[config.mk]
export PLATFORM = sky130hd
export DESIGN_NAME = cgr_queue
export DESIGN_NICKNAME = d
export VERILOG_FILES = /design/src/rtl/cgr_pkg.sv /design/src/rtl/cgr_queue.sv
export SDC_FILE = /design/constraint.sdc
export NUM_CORES = 1
export LEC_CHECK = 0
export BUFFER_PORTS_ARGS = -buffer_cell sky130_fd_sc_hd__buf_2
export CAP_MARGIN = 15
export CORE_UTILIZATION = 35
export DETAILED_ROUTE_END_ITERATION = 8
export PLACE_DENSITY = 0.59
export SLEW_MARGIN = 25
export SYNTH_ARGS = -nofsm -noshare
export SYNTH_HDL_FRONTEND = slang
export SYNTH_SLANG_ARGS = --single-unit
[constraint.sdc]
create_clock -name clock -period 3.3 [get_ports clock]
set_input_delay 0.165 -clock clock [delete_from_list [all_inputs] [get_ports clock]]
set_output_delay 0.165 -clock clock [all_outputs]
set_load 0.02 [all_outputs]
[src/rtl/cgr_pkg.sv]
// Shared types, constants and sizes of the chaos-game k-mer histogram core.
// Used by every module of the block but cgr_ram; depends on nothing.
package cgr_pkg;

   localparam int MAX_K = 8;
   localparam int COUNT_WIDTH = 32;

   localparam int COORD_WIDTH = MAX_K;
   localparam int ADDR_WIDTH = 2 * MAX_K;
   localparam int TABLE_DEPTH = 1 << ADDR_WIDTH;
   localparam int K_WIDTH = $clog2(MAX_K + 1);
   localparam int WIN_IDX_WIDTH = (MAX_K > 1) ? $clog2(MAX_K) : 1;
   localparam int SUM_WIDTH = $clog2(MAX_K * 255 + 1);
   localparam int QUEUE_DEPTH = 4;
   localparam int QPTR_WIDTH = $clog2(QUEUE_DEPTH);
   localparam int QCNT_WIDTH = $clog2(QUEUE_DEPTH + 1);
   localparam int CSR_INDEX_WIDTH = 2;
   localparam int CSR_DATA_WIDTH = 8;

   localparam logic CMD_FEED = 1'b0;
   localparam logic CMD_READ = 1'b1;

   localparam logic [7:0] CHAR_A = 8'd65;
   localparam logic [7:0] CHAR_C = 8'd67;
   localparam logic [7:0] CHAR_G = 8'd71;
   localparam logic [7:0] CHAR_T = 8'd84;
   localparam logic [7:0] CHAR_N = 8'd78;

   localparam logic [CSR_INDEX_WIDTH-1:0] REG_KMER_LEN = 2'd0;
   localparam logic [CSR_INDEX_WIDTH-1:0] REG_QUAL_OFFSET = 2'd1;
   localparam logic [CSR_INDEX_WIDTH-1:0] REG_ONLY_VALID = 2'd2;

   localparam logic [3:0] KMER_LEN_RESET = 4'd4;
   localparam logic [7:0] QUAL_OFFSET_RESET = 8'd33;

   typedef logic [COORD_WIDTH-1:0] coord_type;
   typedef logic [ADDR_WIDTH-1:0] addr_type;
   typedef logic [COUNT_WIDTH-1:0] count_type;
   typedef logic [K_WIDTH-1:0] k_type;
   typedef logic [SUM_WIDTH-1:0] sum_type;

   typedef struct packed {
      logic       cmd;
      logic [7:0] base_char;
      logic [7:0] quality_char;
      logic       read_valid;
      logic       read_end;
      logic [7:0] addr_x;
      logic [7:0] addr_y;
   } cgr_req_type;

   typedef struct packed {
      logic        word_done;
      logic [7:0]  cell_x;
      logic [7:0]  cell_y;
      logic [31:0] cell_count;
      logic [31:0] cell_quality;
      logic [31:0] total_words;
   } cgr_rsp_type;

   typedef struct packed {
      logic                       valid;
      logic [CSR_INDEX_WIDTH-1:0] index;
      logic [CSR_DATA_WIDTH-1:0]  data;
   } cgr_csr_wr_type;

   typedef enum logic [1:0] {
      OP_NONE,
      OP_READ,
      OP_UPDATE
   } cgr_op_kind_type;

   typedef struct packed {
      cgr_op_kind_type kind;
      coord_type       addr_x;
      coord_type       addr_y;
      count_type       excess;
   } cgr_op_type;

   typedef struct packed {
      logic empty;
      logic full;
   } cgr_queue_status_type;

   typedef enum logic [1:0] {
      BK_CLEAR,
      BK_IDLE,
      BK_WAIT
   } cgr_back_state_type;

endpackage

[src/rtl/cgr_queue.sv]
// Short queue of table operations between the front end and the back end.
// Depends on cgr_pkg.
module cgr_queue (
   input  logic                          clock,
   input  logic                          reset,
   input  logic                          push,
   input  cgr_pkg::cgr_op_type           push_op,
   input  logic                          pop,
   output cgr_pkg::cgr_op_type           head_op,
   output cgr_pkg::cgr_queue_status_type status
);

   cgr_pkg::cgr_op_type            entries_ff [cgr_pkg::QUEUE_DEPTH];
   logic [cgr_pkg::QPTR_WIDTH-1:0] wr_ptr_ff, wr_ptr_in;
   logic [cgr_pkg::QPTR_WIDTH-1:0] rd_ptr_ff, rd_ptr_in;
   logic [cgr_pkg::QCNT_WIDTH-1:0] count_ff, count_in;

   localparam logic [cgr_pkg::QPTR_WIDTH-1:0] LAST_PTR =
      cgr_pkg::QPTR_WIDTH'(cgr_pkg::QUEUE_DEPTH - 1);

   always_comb begin
      wr_ptr_in = wr_ptr_ff;
      rd_ptr_in = rd_ptr_ff;
      count_in = count_ff;
      if (push) begin
         wr_ptr_in = (wr_ptr_ff == LAST_PTR) ? '0 : wr_ptr_ff + 1'b1;
      end
      if (pop) begin
         rd_ptr_in = (rd_ptr_ff == LAST_PTR) ? '0 : rd_ptr_ff + 1'b1;
      end
      if (push && !pop) begin
         count_in = count_ff + 1'b1;
      end else if (pop && !push) begin
         count_in = count_ff - 1'b1;
      end
      head_op = entries_ff[rd_ptr_ff];
      status.empty = (count_ff == '0);
      status.full = (count_ff == cgr_pkg::QCNT_WIDTH'(cgr_pkg::QUEUE_DEPTH));
   end

   always_ff @(posedge clock) begin
      if (reset) begin
         wr_ptr_ff <= '0;
         rd_ptr_ff <= '0;
         count_ff <= '0;
      end else begin
         wr_ptr_ff <= wr_ptr_in;
         rd_ptr_ff <= rd_ptr_in;
         count_ff <= count_in;
      end
      if (push) begin
         entries_ff[wr_ptr_ff] <= push_op;
      end
   end

endmodule

==> out/summary.txt <==
Status: completed
Switching Fraction: 0.211
Min-delay src: push
Resized Gates After CTS: 0
Min Tclk post-route: 2440 ps
Worst-path clk slew: 60 ps
Reg2reg start: wr_ptr_ff[0]$_SDFFE_PP0P_
Chip height: 150 µm
Worst endpoint required time: 3130 ps
Average size of a mapped cell: 25.2 µm²
Power per cell area: 636 nW/µm²
DRC errors left: 0
Synth Area in XOR/XNOR: 0.00227
Fin. Hold Viols: 0
Clk pwr share: 0.410
Drt via density: 4.72
Vias post-DR: 3,641
Fin nets: 542
Fmax: 411 MHz
Worst R2R Path Depth: 4
Post-Synthesis Net Count: 367
Total GRT Usage: 0.129
Worst slew margin: 0.479
Die Wd: 150 µm
Yosys cell types: 19
Initial antenna violation count: 0
CTS Buffer Depth: 3
Largest net degree at the start of global routing: 32
Crit Path Max Fanout: 28
IO buf count: 105
Net Switching: 1.32 mW
Placed cell count: 680
Total setup buffers inserted after CTS: 0
Hold Crit Class: input pin to flip-flop
Maxcap violations: 0
DP HPWL: 8270 µm
Synth Area in Compound Gates: 0.00195
Seq/Total Area, Yosys: 0.802
Global-route wire length before repair: 21,700 µm
Number of clock sinks: 209
Yosys warns: 0
WL per Instance: 18.4 µm
ANT cells: 0
Worst skew pair latency: 490 ps
Reg2reg end: entries_ff[2][28]$_DFFE_PP_
Area growth, synth to finish: 27.8%
Max VDD drop: 0.407 mV
Total gr overflow: 0
Share of layout cells above drive strength 1: 0.401
P_leak: 3.38 nW
Synth Cell Area: 7710 µm²
Slew Limit Fails: 0
TritonCTS clock tree: built
Cells after Synth: 306
Comb pwr share: 0.096
Setup CP Type: flip-flop to primary output
RSZ-0062 raised after global routing: false
Clock Tree Root: clkbuf_16
Drt pass-1 iters: 4
Initial Util: 0.362
Hold EP: wr_ptr_ff[1]$_SDFFE_PP0P_
Tightest Pin Transition: 781 ps
Cell Rows: 53
Drt total wl: 14,200 µm
Arrival @ worst endpoint: 2270 ps
Hold path cells: 3
Mux contribution to synthesized area: 0.151
Gp weighted congestion: 0.661
TritonCTS buffer count: 22
Internal Dissipation: 4.95 mW
Reg-to-reg slack, setup: 1450 ps
Vias in the first global route: 4,009
Simple-gate area share of the yosys netlist: 0.0101
Finish-stage setup viols: 0
Crit start category: flip-flop
CP endpoint kind: primary output
Core area: 21,300 µm²
# H-tree levels: 1
Initial DRC Count: 127
Setup TNS: 0 ps
Die area: 22,600 µm²
Post-route ant nets: 0
I/O pin count: 106
Adder-cell area share of the yosys netlist: 0.0123
Sequential power share: 0.493
Main combinational cell family by area after synthesis: multiplexers
FILL cells: 1,757
Worst Clk Skew: 7.92 ps
#FFs+latches synth: 209
Final period utilization: 0.738
Final Non-Filler Cells: 771
-- logic make-up after synthesis --
family,count (synthesis)
xor+xnor,2
fa+ha+maj,7
flops,209
mux,54
buf+inv,16
compound gates,3
simple gates,15
-- power by group through the flow --
| stage | registers (mW) | clock network [mW] | logic [mW] |
|---|---|---|---|
| global route | 3.11 | 2.73 | 0.653 |
| floorplan | 3.12 | 0 | 0.383 |
| CTS | 3.10 | 2.64 | 0.618 |
| global placement | 3.14 | 0 | 0.555 |
| detailed placement | 3.15 | 0 | 0.567 |
| finish | 3.09 | 2.57 | 0.604 |
-- placed cells by master, fill, tap and decap left out, drive strengths merged --
master and n:
xor2 2, o21ai 1, mux2i 4, dfxtp 9
nor3 1, or3 1, bufinv 4, and2 4
mux4 50, inv 4, fa 1, a21oi 2
edfxtp 200, clkbuf 31, nor2 7, clkinv 4
nor3b 2, dlygate4sd3 52, buf 111, ha 6
-- per-layer routing --
metal | routed length (µm) | vias up | part of all wire | global-route usage
met2 | 7290 | 90 | 0.51 | 0.230
li1 | - | 1644 | - | -
met5 | 0 | - | 0 | 0
met1 | 5950 | 1890 | 0.42 | 0.155
met4 | 262 | 0 | 0.018 | 0.0323
met3 | 708 | 17 | 0.050 | 0.0321
-- how the worst max path moves through the flow --
stage | startpoint | to | slack, ps | cells after the start
floorplan | wr_ptr_ff[0]$_SDFFE_PP0P_ | entries_ff[3][0]$_DFFE_PP_ | 1150 | 2
CTS | flip-flop | head_op[27] | 750 | 3
global route | flip-flop | head_op[27] | 700 | 3
detailed placement | flip-flop | head_op[27] | 1290 | 3
global placement | flip-flop | head_op[27] | 1300 | 3
finish | flip-flop | head_op[27] | 860 | 3
-- critical path, stage by stage, from the launching register on --
cell     delay (ps)
dfxtp_4         680
buf_12          320
mux4_2          560
buf_2           180
-- sequential cells by signal, summed over array words and instances (netlist names), named ones only --
| signal | count |
|---|---|
| rd_ptr_ff | 2 |
| entries_ff | 200 |
| count_ff | 3 |
| wr_ptr_ff | 2 |
-- synth_stat cells, drive strengths merged --
master,n,area (µm²)
nor3,1,5.00
o21ai,1,5.00
fa,1,20.0
ha,6,75.1
nor3b,2,15.0
and2,4,25.0
inv,4,15.0
mux2i,4,40.0
mux4,50,1130
dfxtp,9,180
edfxtp,200,6010
buf,12,140
xor2,2,17.5
a21oi,2,10.0
nor2,7,26.3
or3,1,6.26
-- stage by stage --
step	hold slack [ps]	area [µm²]	util	power (mW)	setup slack, ps
after floorplan	234	7710	-	3.50	1150
final	25.8	9860	0.463	6.27	864
after global placement	374	8570	0.403	3.70	1300
after global routing	49.3	9860	0.463	6.49	696
after detailed placement	384	8570	0.403	3.72	1290
after CTS	10.6	9860	0.463	6.35	749
-- layout make-up --
| type | count | area [µm²] | area share |
|---|---|---|---|
| Inverter | 4 | 15.0 | 0.00152 |
| Multi-Input combinational cell | 81 | 1380 | 0.140 |
| Sequential cell | 209 | 6190 | 0.628 |
| Clock inverter | 8 | 140 | 0.0142 |
| Tap cell | 275 | 344 | 0.0349 |
| Clock buffer | 31 | 627 | 0.0636 |
| Timing Repair Buffer | 163 | 1170 | 0.118 |
-- repair_timing --
action	4_1_cts	5_1_grt
setup endpoints to repair	0	0
hold buffers	52	0
hold endpoints to repair	209	0
(Power assumes the default switching activity.)
