==> config.mk <==
export PLATFORM = sky130hd
export DESIGN_NAME = cgr_front
export DESIGN_NICKNAME = d
export VERILOG_FILES = /design/src/rtl/cgr_pkg.sv /design/src/rtl/cgr_front.sv
export SDC_FILE = /design/constraint.sdc
export NUM_CORES = 1
export LEC_CHECK = 0
export BUFFER_PORTS_ARGS = -buffer_cell sky130_fd_sc_hd__buf_2
export CORE_MARGIN = 4
export CORE_UTILIZATION = 58
export CTS_CLUSTER_DIAMETER = 150
export CTS_CLUSTER_SIZE = 12
export DETAILED_ROUTE_END_ITERATION = 12
export GPL_TIMING_DRIVEN = 0
export MAX_ROUTING_LAYER = met4
export PLACE_DENSITY = 0.81
export SKIP_CTS_REPAIR_TIMING = 1
export SLEW_MARGIN = 20
export SYNTH_ARGS = -nofsm -noshare
export SYNTH_HDL_FRONTEND = slang
export SYNTH_SLANG_ARGS = --single-unit
==> constraint.sdc <==
create_clock -name clock -period 8.1 [get_ports clock]
set_clock_uncertainty 0.15 [all_clocks]
set_input_delay 1.215 -clock clock [delete_from_list [all_inputs] [get_ports clock]]
set_output_delay 1.215 -clock clock [all_outputs]
set_load 0.05 [all_outputs]
==> src/rtl/cgr_pkg.sv <==
// Shared types, constants and sizes of the chaos-game k-mer histogram core.
// Used by every module of the block but cgr_ram; depends on nothing.
package cgr_pkg;

   localparam int MAX_K = 8;
   localparam int COUNT_WIDTH = 32;

   localparam int COORD_WIDTH = MAX_K;
   localparam int ADDR_WIDTH = 2 * MAX_K;
   localparam int TABLE_DEPTH = 1 << ADDR_WIDTH;
   localparam int K_WIDTH = $clog2(MAX_K + 1);
   localparam int WIN_IDX_WIDTH = (MAX_K > 1) ? $clog2(MAX_K) : 1;
   localparam int SUM_WIDTH = $clog2(MAX_K * 255 + 1);
   localparam int QUEUE_DEPTH = 4;
   localparam int QPTR_WIDTH = $clog2(QUEUE_DEPTH);
   localparam int QCNT_WIDTH = $clog2(QUEUE_DEPTH + 1);
   localparam int CSR_INDEX_WIDTH = 2;
   localparam int CSR_DATA_WIDTH = 8;

   localparam logic CMD_FEED = 1'b0;
   localparam logic CMD_READ = 1'b1;

   localparam logic [7:0] CHAR_A = 8'd65;
   localparam logic [7:0] CHAR_C = 8'd67;
   localparam logic [7:0] CHAR_G = 8'd71;
   localparam logic [7:0] CHAR_T = 8'd84;
   localparam logic [7:0] CHAR_N = 8'd78;

   localparam logic [CSR_INDEX_WIDTH-1:0] REG_KMER_LEN = 2'd0;
   localparam logic [CSR_INDEX_WIDTH-1:0] REG_QUAL_OFFSET = 2'd1;
   localparam logic [CSR_INDEX_WIDTH-1:0] REG_ONLY_VALID = 2'd2;

   localparam logic [3:0] KMER_LEN_RESET = 4'd4;
   localparam logic [7:0] QUAL_OFFSET_RESET = 8'd33;

   typedef logic [COORD_WIDTH-1:0] coord_type;
   typedef logic [ADDR_WIDTH-1:0] addr_type;
   typedef logic [COUNT_WIDTH-1:0] count_type;
   typedef logic [K_WIDTH-1:0] k_type;
   typedef logic [SUM_WIDTH-1:0] sum_type;

   typedef struct packed {
      logic       cmd;
      logic [7:0] base_char;
      logic [7:0] quality_char;
      logic       read_valid;
      logic       read_end;
      logic [7:0] addr_x;
      logic [7:0] addr_y;
   } cgr_req_type;

   typedef struct packed {
      logic        word_done;
      logic [7:0]  cell_x;
      logic [7:0]  cell_y;
      logic [31:0] cell_count;
      logic [31:0] cell_quality;
      logic [31:0] total_words;
   } cgr_rsp_type;

   typedef struct packed {
      logic                       valid;
      logic [CSR_INDEX_WIDTH-1:0] index;
      logic [CSR_DATA_WIDTH-1:0]  data;
   } cgr_csr_wr_type;

   typedef enum logic [1:0] {
      OP_NONE,
      OP_READ,
      OP_UPDATE
   } cgr_op_kind_type;

   typedef struct packed {
      cgr_op_kind_type kind;
      coord_type       addr_x;
      coord_type       addr_y;
      count_type       excess;
   } cgr_op_type;

   typedef struct packed {
      logic empty;
      logic full;
   } cgr_queue_status_type;

   typedef enum logic [1:0] {
      BK_CLEAR,
      BK_IDLE,
      BK_WAIT
   } cgr_back_state_type;

endpackage

==> src/rtl/cgr_front.sv <==
// Front end: configuration registers, base decoding, coordinate and quality window state.
// Turns each accepted transaction into a table operation. Depends on cgr_pkg.
module cgr_front (
   input  logic                    clock,
   input  logic                    reset,
   input  logic                    accept,
   input  cgr_pkg::cgr_req_type    req,
   input  cgr_pkg::cgr_csr_wr_type csr_wr,
   output cgr_pkg::cgr_op_type     op
);

   logic [3:0]          kmer_len_ff, kmer_len_in;
   logic [7:0]          qual_offset_ff, qual_offset_in;
   logic                only_valid_ff, only_valid_in;
   cgr_pkg::coord_type  x_ff, x_in;
   cgr_pkg::coord_type  y_ff, y_in;
   cgr_pkg::k_type      run_ff, run_in;
   cgr_pkg::sum_type    sum_ff, sum_in;
   logic [7:0]          win_ff [cgr_pkg::MAX_K];
   logic [7:0]          win_in [cgr_pkg::MAX_K];

   logic                        is_base;
   logic                        is_n;
   logic                        bx;
   logic                        by;
   logic                        skip;
   logic                        word;
   cgr_pkg::k_type              k;
   cgr_pkg::k_type              run_inc;
   cgr_pkg::k_type              shamt;
   cgr_pkg::coord_type          x_shift;
   cgr_pkg::coord_type          y_shift;
   cgr_pkg::sum_type            sum_add;
   cgr_pkg::sum_type            sum_word;
   cgr_pkg::count_type          bq_k;
   logic [7:0]                  win_shift [cgr_pkg::MAX_K];
   logic [cgr_pkg::WIN_IDX_WIDTH-1:0] old_idx;

   always_comb begin
      if (kmer_len_ff == 4'd0) begin
         k = cgr_pkg::K_WIDTH'(1);
      end else if (int'(kmer_len_ff) > cgr_pkg::MAX_K) begin
         k = cgr_pkg::K_WIDTH'(cgr_pkg::MAX_K);
      end else begin
         k = cgr_pkg::K_WIDTH'(kmer_len_ff);
      end

      is_base = 1'b0;
      is_n = 1'b0;
      bx = 1'b0;
      by = 1'b0;
      case (req.base_char)
         cgr_pkg::CHAR_A: begin
            is_base = 1'b1;
            bx = 1'b1;
         end
         cgr_pkg::CHAR_C: begin
            is_base = 1'b1;
         end
         cgr_pkg::CHAR_G: begin
            is_base = 1'b1;
            by = 1'b1;
         end
         cgr_pkg::CHAR_T: begin
            is_base = 1'b1;
            bx = 1'b1;
            by = 1'b1;
         end
         cgr_pkg::CHAR_N: begin
            is_n = 1'b1;
         end
         default: begin
         end
      endcase

      skip = only_valid_ff && !req.read_valid;

      x_shift = (x_ff >> 1) | (cgr_pkg::COORD_WIDTH'(bx) << (cgr_pkg::MAX_K - 1));
      y_shift = (y_ff >> 1) | (cgr_pkg::COORD_WIDTH'(by) << (cgr_pkg::MAX_K - 1));
      win_shift[0] = req.quality_char;
      for (int i = 1; i < cgr_pkg::MAX_K; i++) begin
         win_shift[i] = win_ff[i-1];
      end
      sum_add = sum_ff + cgr_pkg::SUM_WIDTH'(req.quality_char);
      run_inc = run_ff + cgr_pkg::K_WIDTH'(1);
      word = run_inc >= k;
      shamt = cgr_pkg::K_WIDTH'(cgr_pkg::MAX_K) - k;
      bq_k = cgr_pkg::COUNT_WIDTH'(qual_offset_ff) * cgr_pkg::COUNT_WIDTH'(k);
      old_idx = cgr_pkg::WIN_IDX_WIDTH'(k - cgr_pkg::K_WIDTH'(1));
      sum_word = sum_add - cgr_pkg::SUM_WIDTH'(win_shift[old_idx]);

      kmer_len_in = kmer_len_ff;
      qual_offset_in = qual_offset_ff;
      only_valid_in = only_valid_ff;
      x_in = x_ff;
      y_in = y_ff;
      run_in = run_ff;
      sum_in = sum_ff;
      win_in = win_ff;

      op.kind = cgr_pkg::OP_NONE;
      op.addr_x = '0;
      op.addr_y = '0;
      op.excess = '0;

      if (accept) begin
         if (req.cmd == cgr_pkg::CMD_READ) begin
            op.kind = cgr_pkg::OP_READ;
            op.addr_x = cgr_pkg::COORD_WIDTH'(req.addr_x);
            op.addr_y = cgr_pkg::COORD_WIDTH'(req.addr_y);
         end else begin
            if (!skip) begin
               if (is_base) begin
                  x_in = x_shift;
                  y_in = y_shift;
                  win_in = win_shift;
                  sum_in = sum_add;
                  run_in = run_inc;
                  if (word) begin
                     op.kind = cgr_pkg::OP_UPDATE;
                     op.addr_x = x_shift >> shamt;
                     op.addr_y = y_shift >> shamt;
                     op.excess = cgr_pkg::COUNT_WIDTH'(sum_add) - bq_k;
                     sum_in = sum_word;
                     run_in = k - cgr_pkg::K_WIDTH'(1);
                  end
               end else if (is_n) begin
                  run_in = '0;
                  sum_in = '0;
               end
            end
            if (req.read_end) begin
               run_in = '0;
               sum_in = '0;
            end
         end
      end

      if (csr_wr.valid) begin
         case (csr_wr.index)
            cgr_pkg::REG_KMER_LEN: begin
               kmer_len_in = csr_wr.data[3:0];
               run_in = '0;
               sum_in = '0;
            end
            cgr_pkg::REG_QUAL_OFFSET: begin
               qual_offset_in = csr_wr.data[7:0];
            end
            cgr_pkg::REG_ONLY_VALID: begin
               only_valid_in = csr_wr.data[0];
            end
            default: begin
            end
         endcase
      end
   end

   always_ff @(posedge clock) begin
      if (reset) begin
         kmer_len_ff <= cgr_pkg::KMER_LEN_RESET;
         qual_offset_ff <= cgr_pkg::QUAL_OFFSET_RESET;
         only_valid_ff <= 1'b0;
         x_ff <= '0;
         y_ff <= '0;
         run_ff <= '0;
         sum_ff <= '0;
      end else begin
         kmer_len_ff <= kmer_len_in;
         qual_offset_ff <= qual_offset_in;
         only_valid_ff <= only_valid_in;
         x_ff <= x_in;
         y_ff <= y_in;
         run_ff <= run_in;
         sum_ff <= sum_in;
      end
      win_ff <= win_in;
   end

endmodule

==> results of run 1 <==
## kinds of logic (layout without fill, tap and decap cells)
group,after synthesis,count (layout)
AO/OA/AOI/OAI,142,142
buffers and inverters,93,208
AND/OR/NAND/NOR,204,204
adder cells (fa/ha/maj),61,61
XOR/XNOR,25,25
multiplexers,57,57
flip-flops,98,98
other,1,1
## flip-flops by register name (all words and copies together) (netlist names)
| name | count |
|---|---|
| run_ff | 4 |
| kmer_len_ff | 4 |
| y_ff | 7 |
| win_ff | 56 |
| sum_ff | 11 |
| x_ff | 7 |
| qual_offset_ff | 8 |
| only_valid_ff | 1 |
## layer usage
| layer | up-vias | track usage, % | routed length [µm] |
|---|---|---|---|
| li1 | 2621 | - | - |
| met1 | 2717 | 30.2 | 7150 |
| met2 | 188 | 41.6 | 8030 |
| met3 | 36 | 4.52 | 829 |
| met4 | 0 | 10.3 | 466 |
| met5 | - | - | 0 |
## critical path, delay by kind of cell
family          cells  cell delay (ns)
simple gates        2             0.29
compound gates      8             2.04
xor+xnor            1             0.22
buf+inv             5             0.74
fa+ha+maj           4             1.55
## power groups by stage
stage,registers (mW),clock network (mW),logic [mW]
2_1_floorplan,0.537,0,0.235
3_3_place_gp,0.538,0,0.294
3_5_place_dp,0.538,0,0.303
4_1_cts,0.526,0.473,0.306
5_1_grt,0.527,0.491,0.340
6_report,0.526,0.463,0.308
## cell type report
class,count,area share (%)
buffer,46,3.29
tap,143,2.24
multi-input combinational,490,50.0
clock inverter,7,1.35
sequential,98,31.6
inverter,47,2.21
timing repair buffer,99,6.40
clock buffer,9,2.82
## through the flow
stage          total power [mW]  hold slack [ns]  utilization (%)
2_1_floorplan             0.772            0.267                -
3_3_place_gp              0.831            0.275             65.8
3_5_place_dp              0.841            0.278             66.0
4_1_cts                    1.30            0.297             68.9
5_1_grt                    1.36            0.312             69.0
6_report                   1.30            0.297             69.0
## cells in the final DEF, fill, tap and decap left out, types with 13 or more instances in the layout
cell type	netlist	routed
a21o_1	16	16
fa_1	23	23
clkbuf_1	13	13
dfxtp_1	42	42
mux2i_1	31	31
inv_1	45	45
edfxtp_1	56	56
nand2_1	91	91
a21oi_1	39	39
buf_4	21	21
nor2_1	50	50
ha_1	38	38
buf_2	8	107
o21ai_0	23	23
xnor2_1	17	17
mux4_2	21	21
## worst min-delay path by stage
stage,endpoint,slack [ns],cells after the start,start
after detailed placement,win_ff[51],0.28,0,win_ff[59]
after global routing,win_ff[18],0.31,0,win_ff[26]
after CTS,win_ff[51],0.30,0,win_ff[59]
final,win_ff[18],0.30,0,win_ff[26]
after floorplan,win_ff[8],0.27,0,win_ff[16]
after global placement,win_ff[24],0.27,0,win_ff[32]
==> flow_summary_export.csv, run 1 <==
group,metric,value,unit
sta,slew_violations,0,
placed_design,io_buffers,98,
worst_setup_path,path_cells,"buf_2, ha_1, fa_1, a21oi_1, a2bb2oi_1, nor2b_1, xnor2_1, inv_1, fa_1, inv_1, ha_1, o21ai_0, nand2b_1, a21oi_1, a21oi_1, a31o_2, a21o_1, a211oi_4, buf_4, buf_2",
worst_setup_path,rr_startpoint,"kmer_len_ff[2]",
worst_setup_path,critPathArrivalTime,6.10,ns
worst_setup_path,timing.rr.end,"sum_ff[8]",
drt,avgViaCountPerCell,5.92,
grt,grt_pass1_vias,5659,
layout,antenna_cells,0,
floorplanning,die-height,117,µm
worst_setup_path,worstRegToRegCells,23,
drt,ant_nets,0,
layout,area_growth,14.9,%
grt,antenna_found_initial,0,
floorplanning,ios,99,
drt,wirelength,16500,µm
yosys,yosysTopAreaCell,"edfxtp_1",
clocking,cts_made_buffers,9,
worst_setup_path,required,6.73,ns
yosys,synth_common_cells,"91 x nand2_1, 56 x edfxtp_1, 50 x nor2_1",
power_and_ir_drop,leakage,3.41,nW
grt,grt_pass1_wl,27500,µm
placed_design,globalplace.congestion,0.948,
grt,grt_max_degree,35,
drt,wire_per_inst,17.5,µm
sta,max_freq,134,MHz
worst_setup_path,crit_path_start,"req[18]",
yosys,synthAdderAreaFrac,13.5,%
worst_setup_path,critical_path.slowest_cell,"a211oi_4",
worst_setup_path,cp-end-kind,"output pin",
yosys,synthTopCellsByArea,"edfxtp_1 24%, dfxtp_1 12%, ha_1 6.9%",
yosys,syn_area_per_cell,10.2,µm²
sta,rsz0062_at_grt,"no",
sta,hold_viol_final,0,
power_and_ir_drop,p_int,0.907,mW
layout,instances_no_fill,939,
clocking,clk_pin_slew,0.08,ns
job,maxCapViolCount,0,
placed_design,post-place-cells,923,
drt,route.detailed.drc,0,
yosys,seq_area_frac_synth,36.4,%
yosys,synth_top_family_by_area,"compound AO/OA/AOI/OAI gates",
drt,vias,5562,
worst_setup_path,slowest_delay,0.63,ns
clocking,clockBufferDepth,2,
grt,grt_remaining_overflow,0,
power_and_ir_drop,swShare,30.1,%
worst_setup_path,path_class,"input pin to output pin",
yosys,ys_ff_latch,98,
drt,drtIter0Drc,454,
sta,setup_tns,0,ns
worst_setup_path,r2r_slack,2.47,ns
sta,fin_crit,7.46,ns
floorplanning,die_area,13800,µm²
yosys,synth-edff-count,56,
placed_design,place_ws,0.390,ns
drt,first_pass_iters,5,
clocking,root_buffer,"clkbuf_16",
sta,tightest_slew,0.756,ns
worst_hold_path,hold_path_class,"register to register",
worst_setup_path,setup.worst_path.end,"op[13]",
worst_setup_path,critical_path.most_common_cell,"a21oi_1",
yosys,synth-async-reset-ratio,0,%
status,status,"complete, no violations",
floorplanning,num_rows,39,
yosys,ys.flop_type,"edfxtp_1",
yosys,mappedNetlistNets,791,
sta,setup_viol,0,
clocking,clock-sinks,98,
clocking,insertion_delay,0.36,ns
sta,timing.final.crit_share,92.1,%
floorplanning,start_util,60.0,%
yosys,synth.most_common_cell,"nand2_1",
grt,grtUsageTotal,25.0,%
power_and_ir_drop,clockPowerShare,35.7,%
yosys,synth_top_area_share,24.2,%
layout,register_area,2520,µm²
layout,num-fill-cells,903,
yosys,ys.warnings.count,0,
yosys,synth-xor-area-share,3.64,%
yosys,synth_compound_gate_area_share,14.0,%
layout,design_area,7980,µm²
power_and_ir_drop,p_sw,0.391,mW
worst_setup_path,cp_max_fo,20,
sta,setup_ws,0.640,ns
sta,slew_headroom,49.6,%
clocking,cts_tree,"done",
power_and_ir_drop,ir_worst_vdd,106,µV
yosys,yosys.area_share.simple,13.7,%
floorplanning,die_x,117,µm
layout,nets,901,
placed_design,placed_cell_area,7630,µm²
yosys,synth_area,6940,µm²
worst_setup_path,cp-start-kind,"input pin",
power_and_ir_drop,seqPwrFrac,40.6,%
yosys,ys_types,73,
yosys,netlist_instances,681,
power_and_ir_drop,combPwrFrac,23.7,%
layout,multi_input_area,3990,µm²
power_and_ir_drop,powerDensity,163,nW/µm²
floorplanning,coreArea,11600,µm²
layout,drive_gt1_share,24.1,%
placed_design,dp_hpwl,12900,µm
clocking,h-tree-depth,3,
yosys,synth_mux_area_share,12.4,%
No activity file was read; power rests on OpenSTA's default activity.
==> inputs of run 2 (changes only) <==
- CELL_PAD_IN_SITES_DETAIL_PLACEMENT: not set -> 1
- CELL_PAD_IN_SITES_GLOBAL_PLACEMENT: not set -> 1
- CORE_UTILIZATION: 58 -> 46
- PLACE_DENSITY: 0.81 -> not set
- PLACE_DENSITY_LB_ADDON: not set -> 0.1
==> run 2 against run 1 <==
Effect of this change:
- register-to-register slack got worse by 0.11 ns
- cell count up 4.4%
- combinational power is 2% higher
- power down 3.2%
- die area is 24% higher
- worst hold slack better by 0.0023 ns
- sequential share of layout area about the same
- first-iteration DRC count decreased by 40%
- largest cell class unchanged
==> flow_summary_export.csv, run 2 (synthesis results as in run 1) <==
group,metric,value,unit
layout,num-fill-cells,1695,
clocking,root_buffer,"clkbuf_16",
worst_setup_path,cp-end-kind,"output pin",
worst_setup_path,cp-start-kind,"input pin",
floorplanning,num_rows,44,
floorplanning,start_util,47.4,%
placed_design,io_buffers,98,
worst_setup_path,path_class,"input pin to output pin",
layout,nets,901,
drt,ant_nets,0,
clocking,cts_made_buffers,9,
placed_design,globalplace.congestion,0.888,
floorplanning,die_x,131,µm
floorplanning,die-height,131,µm
drt,wire_per_inst,18.4,µm
floorplanning,die_area,17100,µm²
power_and_ir_drop,clockPowerShare,33.1,%
grt,use_met1,28.3,%
layout,antenna_cells,0,
drt,drtIter0Drc,274,
worst_setup_path,required,6.73,ns
status,status,"complete, no violations",
drt,vias,5445,
grt,use_met3,3.86,%
worst_setup_path,critPathArrivalTime,6.03,ns
floorplanning,ios,99,
sta,slew_headroom,51.0,%
grt,grt_remaining_overflow,0,
placed_design,place_ws,0.430,ns
power_and_ir_drop,ir_worst_vdd,163,µV
drt,first_pass_iters,5,
drt,route.detailed.drc,0,
layout,final_common_cell,"buf_2",
sta,hold_viol_final,0,
drt,avgViaCountPerCell,5.56,
grt,grt_util_met2,38.1,%
grt,grt_pass1_wl,29300,µm
grt,grt_max_degree,39,
sta,setup_viol,0,
clocking,clockBufferDepth,2,
worst_setup_path,cp_max_fo,20,
layout,reg_top3,"win_ff x56, sum_ff x11, qual_offset_ff x8",
layout,regMostFlops,"win_ff",
sta,tightest_slew,0.735,ns
grt,top_usage_layer,"met2",
sta,setup_ws,0.708,ns
drt,wirelength,18000,µm
clocking,clk_pin_slew,0.07,ns
sta,max_freq,135,MHz
worst_hold_path,hold_path_class,"register to register",
clocking,clock-sinks,98,
layout,utilization,54.5,%
floorplanning,coreArea,14600,µm²
power_and_ir_drop,swShare,30.7,%
power_and_ir_drop,seqPwrFrac,42.0,%
power_and_ir_drop,p_int,0.871,mW
layout,largest_register_ffs,56,
clocking,h-tree-depth,3,
sta,slew_violations,0,
grt,grt_pass1_vias,5808,
job,maxCapViolCount,0,
clocking,insertion_delay,0.35,ns
power_and_ir_drop,p_sw,0.385,mW
layout,layout_common_cells,"107 x buf_2, 91 x nand2_1, 56 x edfxtp_1",
placed_design,dp_hpwl,14500,µm
sta,rsz0062_at_grt,"no",
power_and_ir_drop,leakage,3.38,nW
power_and_ir_drop,combPwrFrac,24.9,%
sta,timing.final.crit_share,91.3,%
sta,fin_crit,7.39,ns
grt,grtUsageTotal,22.3,%
layout,area_growth,15.0,%
power_and_ir_drop,powerDensity,157,nW/µm²
sta,setup_tns,0,ns
layout,drive_gt1_share,24.0,%
grt,antenna_found_initial,0,
clocking,cts_tree,"done",
[run 2: layout make-up]
type / instances / area, µm² / share of cell area (%)
multi-input combinational: 490 / 3990 / 50.0
timing repair buffer: 99 / 510 / 6.40
sequential: 98 / 2520 / 31.6
inverter: 47 / 176 / 2.21
buffer: 46 / 263 / 3.29
clock buffer: 10 / 229 / 2.87
tap: 184 / 230 / 2.89
clock inverter: 6 / 55.1 / 0.690
[run 2: metal layers]
layer | wire length (µm) | share of wire [%]
met5 | 0 | 0
met4 | 207 | 1.2
met3 | 880 | 4.9
met2 | 8770 | 49
met1 | 8130 | 45
[run 2: power groups by stage]
stage	registers (mW)	clock network [mW]	logic, mW
2_1_floorplan	0.537	0	0.235
3_3_place_gp	0.538	0	0.302
3_5_place_dp	0.538	0	0.313
4_1_cts	0.527	0.427	0.316
5_1_grt	0.527	0.447	0.348
6_report	0.527	0.416	0.313
[run 2: critical path: stages]
cell and delay, ns:
buf_2 0.12, ha_1 0.23, fa_1 0.43, a21oi_1 0.22, a2bb2oi_1 0.37, nor2b_1 0.21, xnor2_1 0.20, inv_1 0.12
fa_1 0.54, inv_1 0.05, ha_1 0.32, o21ai_0 0.09, nand2b_1 0.07, a21oi_1 0.14, a21oi_1 0.08, a31o_2 0.29
a21o_1 0.21, a211oi_4 0.63, buf_4 0.21, buf_2 0.26
[run 2: final timing paths]
| check | start | to | slack, ns | cells past startpoint |
|---|---|---|---|---|
| worst min register to register | win_ff[58] | win_ff[50] | 0.30 | 0 |
| worst max register to register | kmer_len_ff[2] | sum_ff[8] | 2.36 | 23 |
| worst min-delay path | win_ff[58] | win_ff[50] | 0.30 | 0 |
| worst max-delay path | req[18] | op[18] | 0.71 | 20 |
[run 2: metrics by stage]
| stage | instances | hold slack, ns | total power, mW | cell area [µm²] |
|---|---|---|---|---|
| 2_1_floorplan | 681 | 0.267 | 0.772 | 6940 |
| 3_3_place_gp | 963 | 0.277 | 0.840 | 7660 |
| 3_5_place_dp | 964 | 0.281 | 0.851 | 7690 |
| 4_1_cts | 980 | 0.300 | 1.27 | 7970 |
| 5_1_grt | 980 | 0.315 | 1.32 | 7980 |
| 6_report | 980 | 0.300 | 1.26 | 7980 |
